`config.mk`:
```
export PLATFORM = sky130hd
export DESIGN_NAME = palette_lookup_rgb555_expand_unit
export DESIGN_NICKNAME = d
export VERILOG_FILES = /design/src/rtl/plu_pkg.sv /design/src/rtl/palette_lookup_rgb555_expand_unit.sv /design/src/rtl/plu_color_ram.sv /design/src/rtl/plu_decode.sv /design/src/rtl/plu_pixel_out.sv
export SDC_FILE = /design/constraint.sdc
export NUM_CORES = 2
export LEC_CHECK = 0
export BUFFER_PORTS_ARGS = -buffer_cell sky130_fd_sc_hd__buf_2
export CORE_MARGIN = 10
export CORE_UTILIZATION = 35
export CTS_CLUSTER_SIZE = 30
export DETAILED_ROUTE_END_ITERATION = 10
export PLACE_DENSITY = 0.55
export SLEW_MARGIN = 20
export SYNTH_ARGS = -nofsm -noshare
export SYNTH_HDL_FRONTEND = slang
export SYNTH_SLANG_ARGS = --single-unit
```
`constraint.sdc`:
```
create_clock -name clk -period 5.11 [get_ports clk]
set_clock_uncertainty 0.1 [all_clocks]
set_input_delay 0.7665 -clock clk [delete_from_list [all_inputs] [get_ports clk]]
set_output_delay 0.7665 -clock clk [all_outputs]
set_load 0.05 [all_outputs]
```
`src/rtl/plu_pkg.sv`:
```
// ----------------------------------------------------------------------------
// plu_pkg
// Shared types, codes and helper functions for the palette lookup unit.
// ----------------------------------------------------------------------------
package plu_pkg;

    localparam int RAM_BYTES   = 64;
    localparam int RAM_WORDS   = RAM_BYTES / 2;
    localparam int BYTE_ADDR_W = $clog2(RAM_BYTES);
    localparam int WORD_ADDR_W = $clog2(RAM_WORDS);

    localparam logic [1:0] REQ_PIXEL = 2'd0;
    localparam logic [1:0] REQ_WRITE = 2'd1;
    localparam logic [1:0] REQ_READ  = 2'd2;

    localparam logic [1:0] SRC_BLANK = 2'd0;
    localparam logic [1:0] SRC_BG    = 2'd1;

    localparam logic [1:0] PORT_BG_SPEC  = 2'd0;
    localparam logic [1:0] PORT_BG_DATA  = 2'd1;
    localparam logic [1:0] PORT_OBJ_SPEC = 2'd2;
    localparam logic [1:0] PORT_OBJ_DATA = 2'd3;

    localparam logic [2:0] CFG_COLOR_MODE   = 3'd0;
    localparam logic [2:0] CFG_SHADE_OUTPUT = 3'd1;
    localparam logic [2:0] CFG_BG_MAP       = 3'd2;
    localparam logic [2:0] CFG_OBJ_MAP0     = 3'd3;
    localparam logic [2:0] CFG_OBJ_MAP1     = 3'd4;

    localparam int         SPEC_AUTO_INC  = 7;
    localparam logic [7:0] SPEC_READ_BITS = 8'h40;
    localparam logic [7:0] READ_BLOCKED   = 8'hFF;
    localparam logic [7:0] WHITE_LEVEL    = 8'hFF;

    typedef enum logic [2:0] {
        KIND_ZERO,
        KIND_WHITE,
        KIND_SHADE,
        KIND_RGB_BG,
        KIND_RGB_OBJ,
        KIND_BYTE_BG,
        KIND_BYTE_OBJ,
        KIND_LIT
    } kind_t;

    typedef struct packed {
        kind_t      kind;
        logic [1:0] shade;
        logic       byte_hi;
        logic [7:0] lit;
    } item_ctl_t;

    typedef struct packed {
        logic [1:0] req_type;
        logic [1:0] pixel_source;
        logic [2:0] pixel_palette;
        logic [1:0] pixel_color;
        logic       first_frame_blank;
        logic [1:0] port_select;
        logic [7:0] write_data;
        logic       drawing;
    } req_t;

    typedef struct packed {
        logic       color_mode;
        logic       shade_output;
        logic [7:0] bg_shade_map;
        logic [7:0] obj_shade_map0;
        logic [7:0] obj_shade_map1;
    } cfg_t;

    typedef struct packed {
        logic [7:0] blue;
        logic [7:0] green;
        logic [7:0] red;
    } rgb_t;

    function automatic rgb_t shade_rgb(input logic [1:0] s);
        rgb_t c;
        case (s)
            2'd0:    c = '{blue: 8'd70,  green: 8'd203, red: 8'd175};
            2'd1:    c = '{blue: 8'd109, green: 8'd170, red: 8'd121};
            2'd2:    c = '{blue: 8'd95,  green: 8'd111, red: 8'd34};
            default: c = '{blue: 8'd85,  green: 8'd41,  red: 8'd8};
        endcase
        return c;
    endfunction

    function automatic logic [7:0] expand5(input logic [4:0] c);
        return {c, c[4:2]};
    endfunction

    function automatic logic [7:0] spec_step(input logic [7:0] s);
        logic [5:0] idx;
        idx = s[5:0] + 6'd1;
        return s[SPEC_AUTO_INC] ? {2'b10, idx} : s;
    endfunction

endpackage

```
`src/rtl/palette_lookup_rgb555_expand_unit.sv`:
```
// ----------------------------------------------------------------------------
// palette_lookup_rgb555_expand_unit
// Palette lookup: pixels to 8-bit rgb, palette port reads and writes.
// ----------------------------------------------------------------------------
// pipeline: a request passes through the ram read register, then the result
//   register
// throughput: one request per cycle; a stalled output holds both stages, so
//   up to two requests wait inside before s_tready drops
// reset: rst_n clears config, spec registers, pipeline valids and ram valid
//   bits at once; no clearing pass, requests are taken right after reset
module palette_lookup_rgb555_expand_unit (
    input  logic        clk,
    input  logic        rst_n,
    input  logic        s_tvalid,
    output logic        s_tready,
    // pixel_source[1:0], pixel_palette[4:2], pixel_color[6:5],
    // first_frame_blank[7], port_select[9:8], write_data[17:10], drawing[18]
    input  logic [23:0] s_tdata,
    // req_type[1:0]
    input  logic [1:0]  s_tuser,
    output logic        m_tvalid,
    input  logic        m_tready,
    // red[7:0], green[15:8], blue[23:16], read_data[31:24]
    output logic [31:0] m_tdata,
    input  logic        cfg_valid,
    output logic        cfg_ready,
    input  logic [2:0]  cfg_index,
    input  logic [7:0]  cfg_data
);
    import plu_pkg::*;

    cfg_t                   cfg_reg;
    logic [7:0]             bg_spec_reg;
    logic [7:0]             bg_spec_next;
    logic [7:0]             obj_spec_reg;
    logic [7:0]             obj_spec_next;
    logic                   s1_vld_reg;
    item_ctl_t              s1_ctl_reg;
    logic                   out_vld_reg;
    logic [31:0]            out_data_reg;
    req_t                   req;
    item_ctl_t              ctl;
    logic [WORD_ADDR_W-1:0] rd_addr;
    logic                   in_acc;
    logic                   s1_move;
    logic                   bg_wr_en;
    logic                   obj_wr_en;
    logic [15:0]            bg_word;
    logic [15:0]            obj_word;
    rgb_t                   rgb;
    logic [7:0]             read_data;

    assign req.pixel_source      = s_tdata[1:0];
    assign req.pixel_palette     = s_tdata[4:2];
    assign req.pixel_color       = s_tdata[6:5];
    assign req.first_frame_blank = s_tdata[7];
    assign req.port_select       = s_tdata[9:8];
    assign req.write_data        = s_tdata[17:10];
    assign req.drawing           = s_tdata[18];
    assign req.req_type          = s_tuser;

    assign s1_move   = s1_vld_reg && (!out_vld_reg || m_tready);
    assign s_tready  = !s1_vld_reg || s1_move;
    assign in_acc    = s_tvalid && s_tready;
    assign cfg_ready = 1'b1;

    assign bg_wr_en  = in_acc && req.req_type == REQ_WRITE &&
                       req.port_select == PORT_BG_DATA && !req.drawing;
    assign obj_wr_en = in_acc && req.req_type == REQ_WRITE &&
                       req.port_select == PORT_OBJ_DATA && !req.drawing;

    plu_decode u_decode (
        .req      (req),
        .cfg      (cfg_reg),
        .bg_spec  (bg_spec_reg),
        .obj_spec (obj_spec_reg),
        .ctl      (ctl),
        .rd_addr  (rd_addr)
    );

    plu_color_ram u_bg_ram (
        .clk     (clk),
        .rst_n   (rst_n),
        .wr_en   (bg_wr_en),
        .wr_addr (bg_spec_reg[BYTE_ADDR_W-1:0]),
        .wr_data (req.write_data),
        .rd_en   (in_acc),
        .rd_addr (rd_addr),
        .rd_data (bg_word)
    );

    plu_color_ram u_obj_ram (
        .clk     (clk),
        .rst_n   (rst_n),
        .wr_en   (obj_wr_en),
        .wr_addr (obj_spec_reg[BYTE_ADDR_W-1:0]),
        .wr_data (req.write_data),
        .rd_en   (in_acc),
        .rd_addr (rd_addr),
        .rd_data (obj_word)
    );

    plu_pixel_out u_pixel_out (
        .ctl       (s1_ctl_reg),
        .bg_word   (bg_word),
        .obj_word  (obj_word),
        .rgb       (rgb),
        .read_data (read_data)
    );

    always_comb
    begin
        bg_spec_next  = bg_spec_reg;
        obj_spec_next = obj_spec_reg;
        if (in_acc && req.req_type == REQ_WRITE)
        begin
            case (req.port_select)
                PORT_BG_SPEC:  bg_spec_next  = req.write_data;
                PORT_BG_DATA:  bg_spec_next  = spec_step(bg_spec_reg);
                PORT_OBJ_SPEC: obj_spec_next = req.write_data;
                default:       obj_spec_next = spec_step(obj_spec_reg);
            endcase
        end
    end

    always_ff @(posedge clk or negedge rst_n)
    begin
        if (!rst_n)
        begin
            cfg_reg      <= '0;
            bg_spec_reg  <= '0;
            obj_spec_reg <= '0;
            s1_vld_reg   <= 1'b0;
            out_vld_reg  <= 1'b0;
        end
        else
        begin
            bg_spec_reg  <= bg_spec_next;
            obj_spec_reg <= obj_spec_next;
            if (s_tready)
            begin
                s1_vld_reg <= s_tvalid;
            end
            if (!out_vld_reg || m_tready)
            begin
                out_vld_reg <= s1_vld_reg;
            end
            if (cfg_valid)
            begin
                case (cfg_index)
                    CFG_COLOR_MODE:   cfg_reg.color_mode     <= cfg_data[0];
                    CFG_SHADE_OUTPUT: cfg_reg.shade_output   <= cfg_data[0];
                    CFG_BG_MAP:       cfg_reg.bg_shade_map   <= cfg_data;
                    CFG_OBJ_MAP0:     cfg_reg.obj_shade_map0 <= cfg_data;
                    CFG_OBJ_MAP1:     cfg_reg.obj_shade_map1 <= cfg_data;
                    default:          cfg_reg                <= cfg_reg;
                endcase
            end
        end
    end

    always_ff @(posedge clk)
    begin
        if (in_acc)
        begin
            s1_ctl_reg <= ctl;
        end
        if (s1_move)
        begin
            out_data_reg <= {read_data, rgb.blue, rgb.green, rgb.red};
        end
    end

    assign m_tvalid = out_vld_reg;
    assign m_tdata  = out_data_reg;

`ifndef ASSERT_OFF
    a_s1_hold: assert property (@(posedge clk) disable iff (!rst_n)
        (s1_vld_reg && !s1_move) |=> (s1_vld_reg && $stable(s1_ctl_reg)))
        else $error("stalled stage 1 request changed");

    a_bg_autoinc: assert property (@(posedge clk) disable iff (!rst_n)
        (in_acc && req.req_type == REQ_WRITE && req.port_select == PORT_BG_DATA &&
         bg_spec_reg[SPEC_AUTO_INC]) |=> (bg_spec_reg[SPEC_AUTO_INC] && !bg_spec_reg[6]))
        else $error("bg spec auto-increment lost its mode bit");

    a_port_no_rgb: assert property (@(posedge clk) disable iff (!rst_n)
        (s1_move && (s1_ctl_reg.kind == KIND_LIT || s1_ctl_reg.kind == KIND_BYTE_BG ||
                     s1_ctl_reg.kind == KIND_BYTE_OBJ || s1_ctl_reg.kind == KIND_ZERO))
        |=> (m_tdata[23:0] == 24'd0))
        else $error("port request produced nonzero rgb");
`endif

endmodule

```
`src/rtl/plu_color_ram.sv`:
```
// ----------------------------------------------------------------------------
// plu_color_ram
// 64-byte palette RAM, two byte banks, byte write, word read with
// registered data; per-byte valid bits give the cleared reset contents.
// ----------------------------------------------------------------------------
module plu_color_ram (
    input  logic                             clk,
    input  logic                             rst_n,
    input  logic                             wr_en,
    input  logic [plu_pkg::BYTE_ADDR_W-1:0]  wr_addr,
    input  logic [7:0]                       wr_data,
    input  logic                             rd_en,
    input  logic [plu_pkg::WORD_ADDR_W-1:0]  rd_addr,
    output logic [15:0]                      rd_data
);
    import plu_pkg::*;

    logic [7:0]           lo_mem [RAM_WORDS];
    logic [7:0]           hi_mem [RAM_WORDS];
    logic [RAM_BYTES-1:0] vld_reg;
    logic [7:0]           rd_lo_reg;
    logic [7:0]           rd_hi_reg;
    logic [1:0]           rd_vld_reg;

    always_ff @(posedge clk)
    begin
        if (wr_en && !wr_addr[0])
        begin
            lo_mem[wr_addr[BYTE_ADDR_W-1:1]] <= wr_data;
        end
        if (wr_en && wr_addr[0])
        begin
            hi_mem[wr_addr[BYTE_ADDR_W-1:1]] <= wr_data;
        end
        if (rd_en)
        begin
            rd_lo_reg <= lo_mem[rd_addr];
            rd_hi_reg <= hi_mem[rd_addr];
        end
    end

    always_ff @(posedge clk or negedge rst_n)
    begin
        if (!rst_n)
        begin
            vld_reg    <= '0;
            rd_vld_reg <= '0;
        end
        else
        begin
            if (wr_en)
            begin
                vld_reg[wr_addr] <= 1'b1;
            end
            if (rd_en)
            begin
                rd_vld_reg <= {vld_reg[{rd_addr, 1'b1}], vld_reg[{rd_addr, 1'b0}]};
            end
        end
    end

    assign rd_data = {rd_vld_reg[1] ? rd_hi_reg : 8'd0, rd_vld_reg[0] ? rd_lo_reg : 8'd0};

endmodule

```
`src/rtl/plu_decode.sv`:
```
// ----------------------------------------------------------------------------
// plu_decode
// Request decode: picks the result kind, shade and palette RAM word address.
// ----------------------------------------------------------------------------
module plu_decode (
    input  plu_pkg::req_t                    req,
    input  plu_pkg::cfg_t                    cfg,
    input  logic [7:0]                       bg_spec,
    input  logic [7:0]                       obj_spec,
    output plu_pkg::item_ctl_t               ctl,
    output logic [plu_pkg::WORD_ADDR_W-1:0]  rd_addr
);
    import plu_pkg::*;

    logic [7:0] map;
    logic [1:0] shade;
    logic       obj_map1;
    kind_t      blank_kind;

    assign obj_map1   = (req.pixel_palette != 3'd0);
    assign map        = (req.pixel_source == SRC_BG) ? cfg.bg_shade_map
                      : (obj_map1 ? cfg.obj_shade_map1 : cfg.obj_shade_map0);
    assign shade      = map[{req.pixel_color, 1'b0} +: 2];
    assign blank_kind = cfg.shade_output ? KIND_SHADE : KIND_WHITE;

    always_comb
    begin
        ctl     = '{kind: KIND_ZERO, shade: 2'd0, byte_hi: 1'b0, lit: 8'd0};
        rd_addr = '0;
        case (req.req_type)
            REQ_PIXEL:
            begin
                if (req.first_frame_blank || req.pixel_source == SRC_BLANK)
                begin
                    // color mode blank is white, except on a first-frame blank
                    ctl.kind = (cfg.color_mode && !req.first_frame_blank) ? KIND_WHITE
                                                                          : blank_kind;
                end
                else if (cfg.color_mode)
                begin
                    ctl.kind = (req.pixel_source == SRC_BG) ? KIND_RGB_BG : KIND_RGB_OBJ;
                    rd_addr  = {req.pixel_palette, req.pixel_color};
                end
                else if (cfg.shade_output)
                begin
                    ctl.kind  = KIND_SHADE;
                    ctl.shade = shade;
                end
                else if (req.pixel_source == SRC_BG)
                begin
                    ctl.kind = KIND_RGB_BG;
                    rd_addr  = {3'b000, shade};
                end
                else
                begin
                    ctl.kind = KIND_RGB_OBJ;
                    rd_addr  = {2'b00, obj_map1, shade};
                end
            end
            REQ_READ:
            begin
                case (req.port_select)
                    PORT_BG_SPEC:
                    begin
                        ctl.kind = KIND_LIT;
                        ctl.lit  = bg_spec | SPEC_READ_BITS;
                    end
                    PORT_BG_DATA:
                    begin
                        ctl.kind    = req.drawing ? KIND_LIT : KIND_BYTE_BG;
                        ctl.lit     = READ_BLOCKED;
                        ctl.byte_hi = bg_spec[0];
                        rd_addr     = bg_spec[BYTE_ADDR_W-1:1];
                    end
                    PORT_OBJ_SPEC:
                    begin
                        ctl.kind = KIND_LIT;
                        ctl.lit  = obj_spec | SPEC_READ_BITS;
                    end
                    default:
                    begin
                        ctl.kind    = req.drawing ? KIND_LIT : KIND_BYTE_OBJ;
                        ctl.lit     = READ_BLOCKED;
                        ctl.byte_hi = obj_spec[0];
                        rd_addr     = obj_spec[BYTE_ADDR_W-1:1];
                    end
                endcase
            end
            default:
            begin
                ctl.kind = KIND_ZERO;
            end
        endcase
    end

endmodule

```
`src/rtl/plu_pixel_out.sv`:
```
// ----------------------------------------------------------------------------
// plu_pixel_out
// Result formatting: rgb555 expansion, shade table, white and read byte.
// ----------------------------------------------------------------------------
module plu_pixel_out (
    input  plu_pkg::item_ctl_t  ctl,
    input  logic [15:0]         bg_word,
    input  logic [15:0]         obj_word,
    output plu_pkg::rgb_t       rgb,
    output logic [7:0]          read_data
);
    import plu_pkg::*;

    logic [15:0] word;

    assign word = (ctl.kind == KIND_RGB_BG || ctl.kind == KIND_BYTE_BG) ? bg_word : obj_word;

    always_comb
    begin
        rgb       = '0;
        read_data = 8'd0;
        case (ctl.kind)
            KIND_WHITE:
            begin
                rgb = '{blue: WHITE_LEVEL, green: WHITE_LEVEL, red: WHITE_LEVEL};
            end
            KIND_SHADE:
            begin
                rgb = shade_rgb(ctl.shade);
            end
            KIND_RGB_BG, KIND_RGB_OBJ:
            begin
                rgb.red   = expand5(word[4:0]);
                rgb.green = expand5(word[9:5]);
                rgb.blue  = expand5(word[14:10]);
            end
            KIND_BYTE_BG, KIND_BYTE_OBJ:
            begin
                read_data = ctl.byte_hi ? word[15:8] : word[7:0];
            end
            KIND_LIT:
            begin
                read_data = ctl.lit;
            end
            default:
            begin
                rgb       = '0;
                read_data = 8'd0;
            end
        endcase
    end

endmodule

```
* Word level (Yosys, flattened, before mapping)
Memories as Yosys holds them, arrays and structs flattened. A register that Yosys moved wholly into a read port is not among the register bits.
Index checks and enable logic that the tools add are counted.
** Word-level totals
- Register bits after elaboration :: 220
- Bits in writable memories :: 1024
- Memories :: 4
- Input port bits :: 42
** Memory list
- u_bg_ram.hi_mem :: depth 32, width 8, rd ports 1, clocked after memory_dff 1, write ports 1, line plu_color_ram.sv:19 : logic [7:0] hi_mem [RAM_WORDS];
- u_bg_ram.lo_mem :: depth 32, width 8, rd ports 1, clocked after memory_dff 1, write ports 1, line plu_color_ram.sv:18 : logic [7:0] lo_mem [RAM_WORDS];
- u_obj_ram.hi_mem :: depth 32, width 8, rd ports 1, clocked after memory_dff 1, write ports 1, line plu_color_ram.sv:19
- u_obj_ram.lo_mem :: depth 32, width 8, rd ports 1, clocked after memory_dff 1, write ports 1, line plu_color_ram.sv:18
** Cells by class
- Shift-type cells :: 1
- Reduce and logical (&&, ||, !) cells :: 46
- Magnitude comparators :: 6
- Muxes and demuxes :: 53
- $add $sub $neg :: 2
- Bitwise operators :: 5
- Equality and inequality tests :: 20
** Operators by type and width (number)
- 64-bit OR :: 2
- 8-bit 2-to-1 mux :: 9
- 24-bit case mux with 3 select lines :: 1
- 22-bit case mux with 3 select lines :: 1
- 8-bit case mux with 2 select lines :: 4
- 6-bit by 7-bit < comparator with 1-bit output, second input constant :: 4
- 3-bit 2-to-1 mux :: 7
- 1-bit binary-select mux with 5-bit select :: 4
- 5-bit case mux with 2 select lines :: 2
- 16-bit 2-to-1 mux :: 1
- 3-bit equality test, second input constant :: 5
- 1-bit 2-to-1 mux :: 15
- 1-bit logical AND :: 14
- 2-bit AND reduction :: 7
- 6-bit by 1-bit adder with 6-bit output, second input constant :: 2
- 1-bit demux with 6-bit select :: 2
- 3-bit by 2-bit equality test with 1-bit output, second input constant :: 4
- 6-bit by 1-bit >= comparator with 1-bit output, second input constant :: 2
- 3-bit case mux with 2 select lines :: 2
- 5-bit 2-to-1 mux :: 2
- 2-bit by 1-bit equality test with 1-bit output, second input constant :: 4
- 2-bit equality test, second input constant :: 4
- 2-bit zero test :: 4
- 2-bit OR reduction :: 4
- other kinds (13) :: 27

* Depth between registers and ports, before layout
- Depth in word-level cells :: 11
- Mapped depth :: 12
- Gate-level depth less buffers :: 8

* Hierarchy
From an unflattened synthesis, not the netlist that was laid out.
** Unflattened totals
- Cells, all modules :: 2603
- Area, all modules :: 51194.1 µm²
** Modules (own cells, without submodules)
- plu_color_ram :: instances 2, seq. area each 17506.8 µm², cells an instance 1053, area an instance 22975.8 µm²
- palette_lookup_rgb555_expand_unit :: instances 1, seq. area each 2482.4 µm², cells an instance 224, area an instance 3464.6 µm²
- plu_pixel_out :: instances 1, seq. area each 0.0 µm², cells an instance 170, area an instance 1046.0 µm²
- plu_decode :: instances 1, seq. area each 0.0 µm², cells an instance 103, area an instance 732.0 µm²

* Least setup slack after synthesis
OpenSTA, ideal clock, no wires.
- Path kind :: input to register
- Start :: input port m_tready
- End :: memory u_bg_ram.hi_mem[11][0], enable pin
- Setup slack :: 0.020 ns
- Path buffers :: 1
- Data required time :: 4.637 ns
- Stages on the path :: 7
- Arrival :: 4.617 ns
- Cells stage by stage :: nand3b_1 > and2_1 > clkbuf_1 > nand3b_1 > nor4b_1 > nand3_1 > nor2_1
** Between the ends
- Word-level cells in the longest chain between the ends :: 10
** Ends and longest elaborated chain
- start: declaration :: line palette_lookup_rgb555_expand_unit.sv:22 : input logic m_tready,
- 1-bit logical OR :: line palette_lookup_rgb555_expand_unit.sv:62 : assign s1_move = s1_vld_reg && (!out_vld_reg || m_tready);
- 1-bit logical AND :: line palette_lookup_rgb555_expand_unit.sv:62
- 1-bit logical OR :: line palette_lookup_rgb555_expand_unit.sv:63 : assign s_tready = !s1_vld_reg || s1_move;
- 1-bit logical AND :: line palette_lookup_rgb555_expand_unit.sv:64 : assign in_acc = s_tvalid && s_tready;
- net in_acc :: line palette_lookup_rgb555_expand_unit.sv:44 : logic in_acc;
- 1-bit logical AND (2 in series) :: line palette_lookup_rgb555_expand_unit.sv:67 : assign bg_wr_en = in_acc && req.req_type == REQ_WRITE &&
- 1-bit logical AND :: line palette_lookup_rgb555_expand_unit.sv:68 : req.port_select == PORT_BG_DATA && !req.drawing;
- 1-bit logical AND :: line plu_color_ram.sv:31 : if (wr_en && wr_addr[0])
- 1-bit 2-to-1 mux :: line plu_color_ram.sv:31
- 1-bit 2-to-1 mux (not written as such) :: line plu_color_ram.sv:33 : hi_mem[wr_addr[BYTE_ADDR_W-1:1]] <= wr_data;
- end: declaration :: line plu_color_ram.sv:19
The timed path passes the listed nets, and every way through them passes these cells.

* Worst setup path after layout
- Start :: register out_vld_reg, in the netlist m_tvalid
- End :: memory u_bg_ram.lo_mem[26][4], enable pin
** Between the ends
- Word-level cells in the longest chain between the ends :: 11
** Ends and longest elaborated chain
- start: declaration :: line palette_lookup_rgb555_expand_unit.sv:39 : logic out_vld_reg;
- start signal: assignment :: line palette_lookup_rgb555_expand_unit.sv:146 : out_vld_reg <= s1_vld_reg;
- 1-bit zero test :: line palette_lookup_rgb555_expand_unit.sv:62
- 1-bit logical OR :: line palette_lookup_rgb555_expand_unit.sv:62
- 1-bit logical AND :: line palette_lookup_rgb555_expand_unit.sv:62
- 1-bit logical OR :: line palette_lookup_rgb555_expand_unit.sv:63
- 1-bit logical AND :: line palette_lookup_rgb555_expand_unit.sv:64
- 1-bit logical AND (2 in series) :: line palette_lookup_rgb555_expand_unit.sv:67
- 1-bit logical AND :: line palette_lookup_rgb555_expand_unit.sv:68
- 1-bit logical AND :: line plu_color_ram.sv:27 : if (wr_en && !wr_addr[0])
- 1-bit 2-to-1 mux :: line plu_color_ram.sv:27
- 1-bit 2-to-1 mux (not written as such) :: line plu_color_ram.sv:29 : lo_mem[wr_addr[BYTE_ADDR_W-1:1]] <= wr_data;
- end: declaration :: line plu_color_ram.sv:18
No other way between the ends.

==> flow_summary.yaml <==
yosys:
  netlist_instances: 3797
  syn-cell-area_mm2: 0.0518
  synth_enable_flop_cells: 1101
  yosysMostFrequentCell: "edfxtp_1"
  ys_top_cells_by_area: "edfxtp_1, dfrtp_1, nand2_1"
  yosysTopAreaCell: "edfxtp_1"
  synthArstFlopShare: 0.136
  synthFlopType: "edfxtp_1"
  synth_common_cells: "edfxtp_1, nand2_1, and2_1"
  synth_area_per_cell_um2: 13.6
  ys_seq_elements: 1275
  seq_area_frac_synth: 0.723
  ys_warn_count: 0
  yosysTopAreaCellShare: 0.639
  ys_types: 66
  syn_nets: 3848
placement:
  dp_hpwl_um: 86200
  gp_congestion: 0.842
  place_inst: 5676
  port_buffers: 70
worst_hold_path:
  hold_end: "s1_vld_reg"
  hold_depth: 2
  min_from: "s_tvalid"
  hold_class: "input pin to register"
drt:
  drc_errors: 0
  num_vias: 31490
  wl_met3_um: 7740
  first_pass_iters: 6
  wl_met2_um: 64900
  dr.max_layer_used: "met4"
  finalWirelength_um: 138000
  wl_met1_um: 61900
  ant_nets: 0
  vias_per_cell: 5.32
  wl_per_cell_um: 23.3
  detail_route.iter0.violations: 2591
worst_setup_path:
  r2r_slack_ns: 1.12
  cp_cell_sequence: "nand3b_1, and2_2, nand3b_1, nor4_1, nand2_1, nor2_1"
  ff2ff_path_depth: 6
  cp-end-kind: "register"
  cpPeakStageDelay_ns: 0.93
  crit_arrival_ns: 4.26
  crit_slowest_cell: "nor2_1"
  crit_type: "register to register"
  crit_fanout: 9
  r2r_end: "u_bg_ram.lo_mem[26][4]"
  r2r_start: "m_tvalid"
  start_kind: "register"
  required_ns: 5.38
  crit_top_cell: "nand3b_1"
power:
  power.total_uw: 23400
  p_per_area_mw_per_mm2: 396
  ir_worst_vdd_mv: 0.343
  power.leakage_uw: 0.0209
grt:
  grt_pass1_wl_um: 206000
  grt_max_degree: 101
  grt_overflow: 0
  antenna_found_initial: 0
  grt_use_total: 0.166
  grt_pass1_vias: 30507
floorplan:
  pin_count: 77
  start_util: 0.351
  dieHeight_um: 405
  die_w_um: 405
  dieArea_mm2: 0.164
  core_mm2: 0.147
  row_count: 141
timing:
  relSlewSlack: 0.306
  max_freq_mhz: 251
  rsz0062_at_grt: "no"
  finalCritPeriodShare: 0.780
  period_minus_slack_ns: 3.99
  worst_pin_slew_ns: 1.04
  finalSetupViolCount: 0
  maxSlewViolCount: 0
  hold_violations: 0
  final.setup.tns_ns: 0
layout:
  syn_to_final_growth_pct: 14.3
  fin_nets: 3933
  fill_cells: 13576
  layoutNonFillerInstCount: 5919
  drive_above_1_share: 0.148
clock_network:
  clock_latency_ns: 0.76
  cts_tree: "done"
  cts-root-buf: "clkbuf_16"
  path_clk_slew_ns: 0.06
  hold_buffers: 1
  clkSinkCount: 1275
  clockBufferDepth: 3
  cts_htree_levels: 4
  postCtsResizedCells: 0
  postCtsSetupRepairBufs: 0
  cts_made_buffers: 132
run_status:
  status: "finished, final reports clean"
run:
  cap_violations: 0
## power by group
part | total [uW] | switching [uW] | leakage, uW | internal, uW
clock | 9860 | 4010 | 0.00214 | 5850
combinational | 1880 | 1300 | 0.00647 | 577
sequential | 11700 | 199 | 0.0123 | 11500
total | 23400 | 5510 | 0.0209 | 17900
## cells in the final DEF (no fill, tap or decap), types with 11 or more instances in the layout
master and instances:
o22ai_1 156, clkinv_2 18, mux2_2 32, and2_1 261
clkbuf_1 32, and3_1 11, nor4_2 17, a21oi_1 38
nand3_1 18, o21ai_0 42, buf_4 121, nor4_1 21
mux2i_1 73, buf_12 21, clkbuf_16 143, bufinv_16 14
a31oi_1 258, or2_2 130, a211oi_1 260, nand2_1 598
nor3_1 18, dfrtp_1 174, clkinv_1 22, buf_2 61
edfxtp_1 1101, nor2_1 191, nand3b_1 13, a22oi_1 15
## final cells by class
type	count	area [um2]	area share
flip-flops and latches	1275	37400	0.633
multi-input cells	2257	13200	0.223
repair buffers	206	1690	0.0285
clock inverters	61	653	0.0110
diodes	1	2.50	0.0000423
inverters	10	37.5	0.000635
well taps	1930	2410	0.0408
clock buffers	179	3750	0.0635
## layer usage
| layer | GRT usage | up-vias |
|---|---|---|
| met2 | 0.263 | 857 |
| met3 | 0.0278 | 205 |
| met5 | 0 | - |
| li1 | - | 14456 |
| met1 | 0.233 | 15972 |
| met4 | 0.0505 | 0 |
## worst max-delay path, delay by kind of cell (launching register included)
kind / cells / cell delay, ns
AND/OR/NAND/NOR: 6 / 3.10
flip-flops: 1 / 0.39
## stage by stage
| stage | setup slack (ns) | hold WS [ns] | instance area [um2] | utilization |
|---|---|---|---|---|
| CTS | 1.16 | 0.0541 | 59100 | 0.401 |
| global placement | 0.779 | 0.349 | 54700 | 0.371 |
| finish | 1.12 | 0.103 | 59100 | 0.401 |
| floorplan | 0.0199 | 0.339 | 51800 | - |
| detailed placement | 0.742 | 0.351 | 54700 | 0.371 |
| global route | 0.918 | 0.0810 | 59100 | 0.401 |
## worst max-delay path by stage
stage | start | endpoint | slack, ns
5_1_grt | cfg_reg[25] | u_obj_ram.rd_hi_reg[1] | 0.92
3_3_place_gp | m_tready | u_bg_ram.lo_mem[21][4] | 0.78
4_1_cts | cfg_reg[25] | u_obj_ram.rd_hi_reg[1] | 1.16
2_1_floorplan | m_tready | u_bg_ram.hi_mem[11][0] | 0.02
3_5_place_dp | m_tready | u_bg_ram.lo_mem[26][3] | 0.74
6_report | m_tvalid | u_bg_ram.lo_mem[26][4] | 1.12
## cell families after synthesis
kind of cell	Yosys count	synth area share
buffers and inverters	265	0.0229
other	1	0.0000725
AOI/OAI and AO/OA	810	0.105
and+or+nand+nor	1329	0.125
adders and majority gates	9	0.00218
muxes	107	0.0220
xor gates and xnor gates	1	0.000169
DFF	1275	0.723
Note: power is estimated with default switching activity, not from simulation.
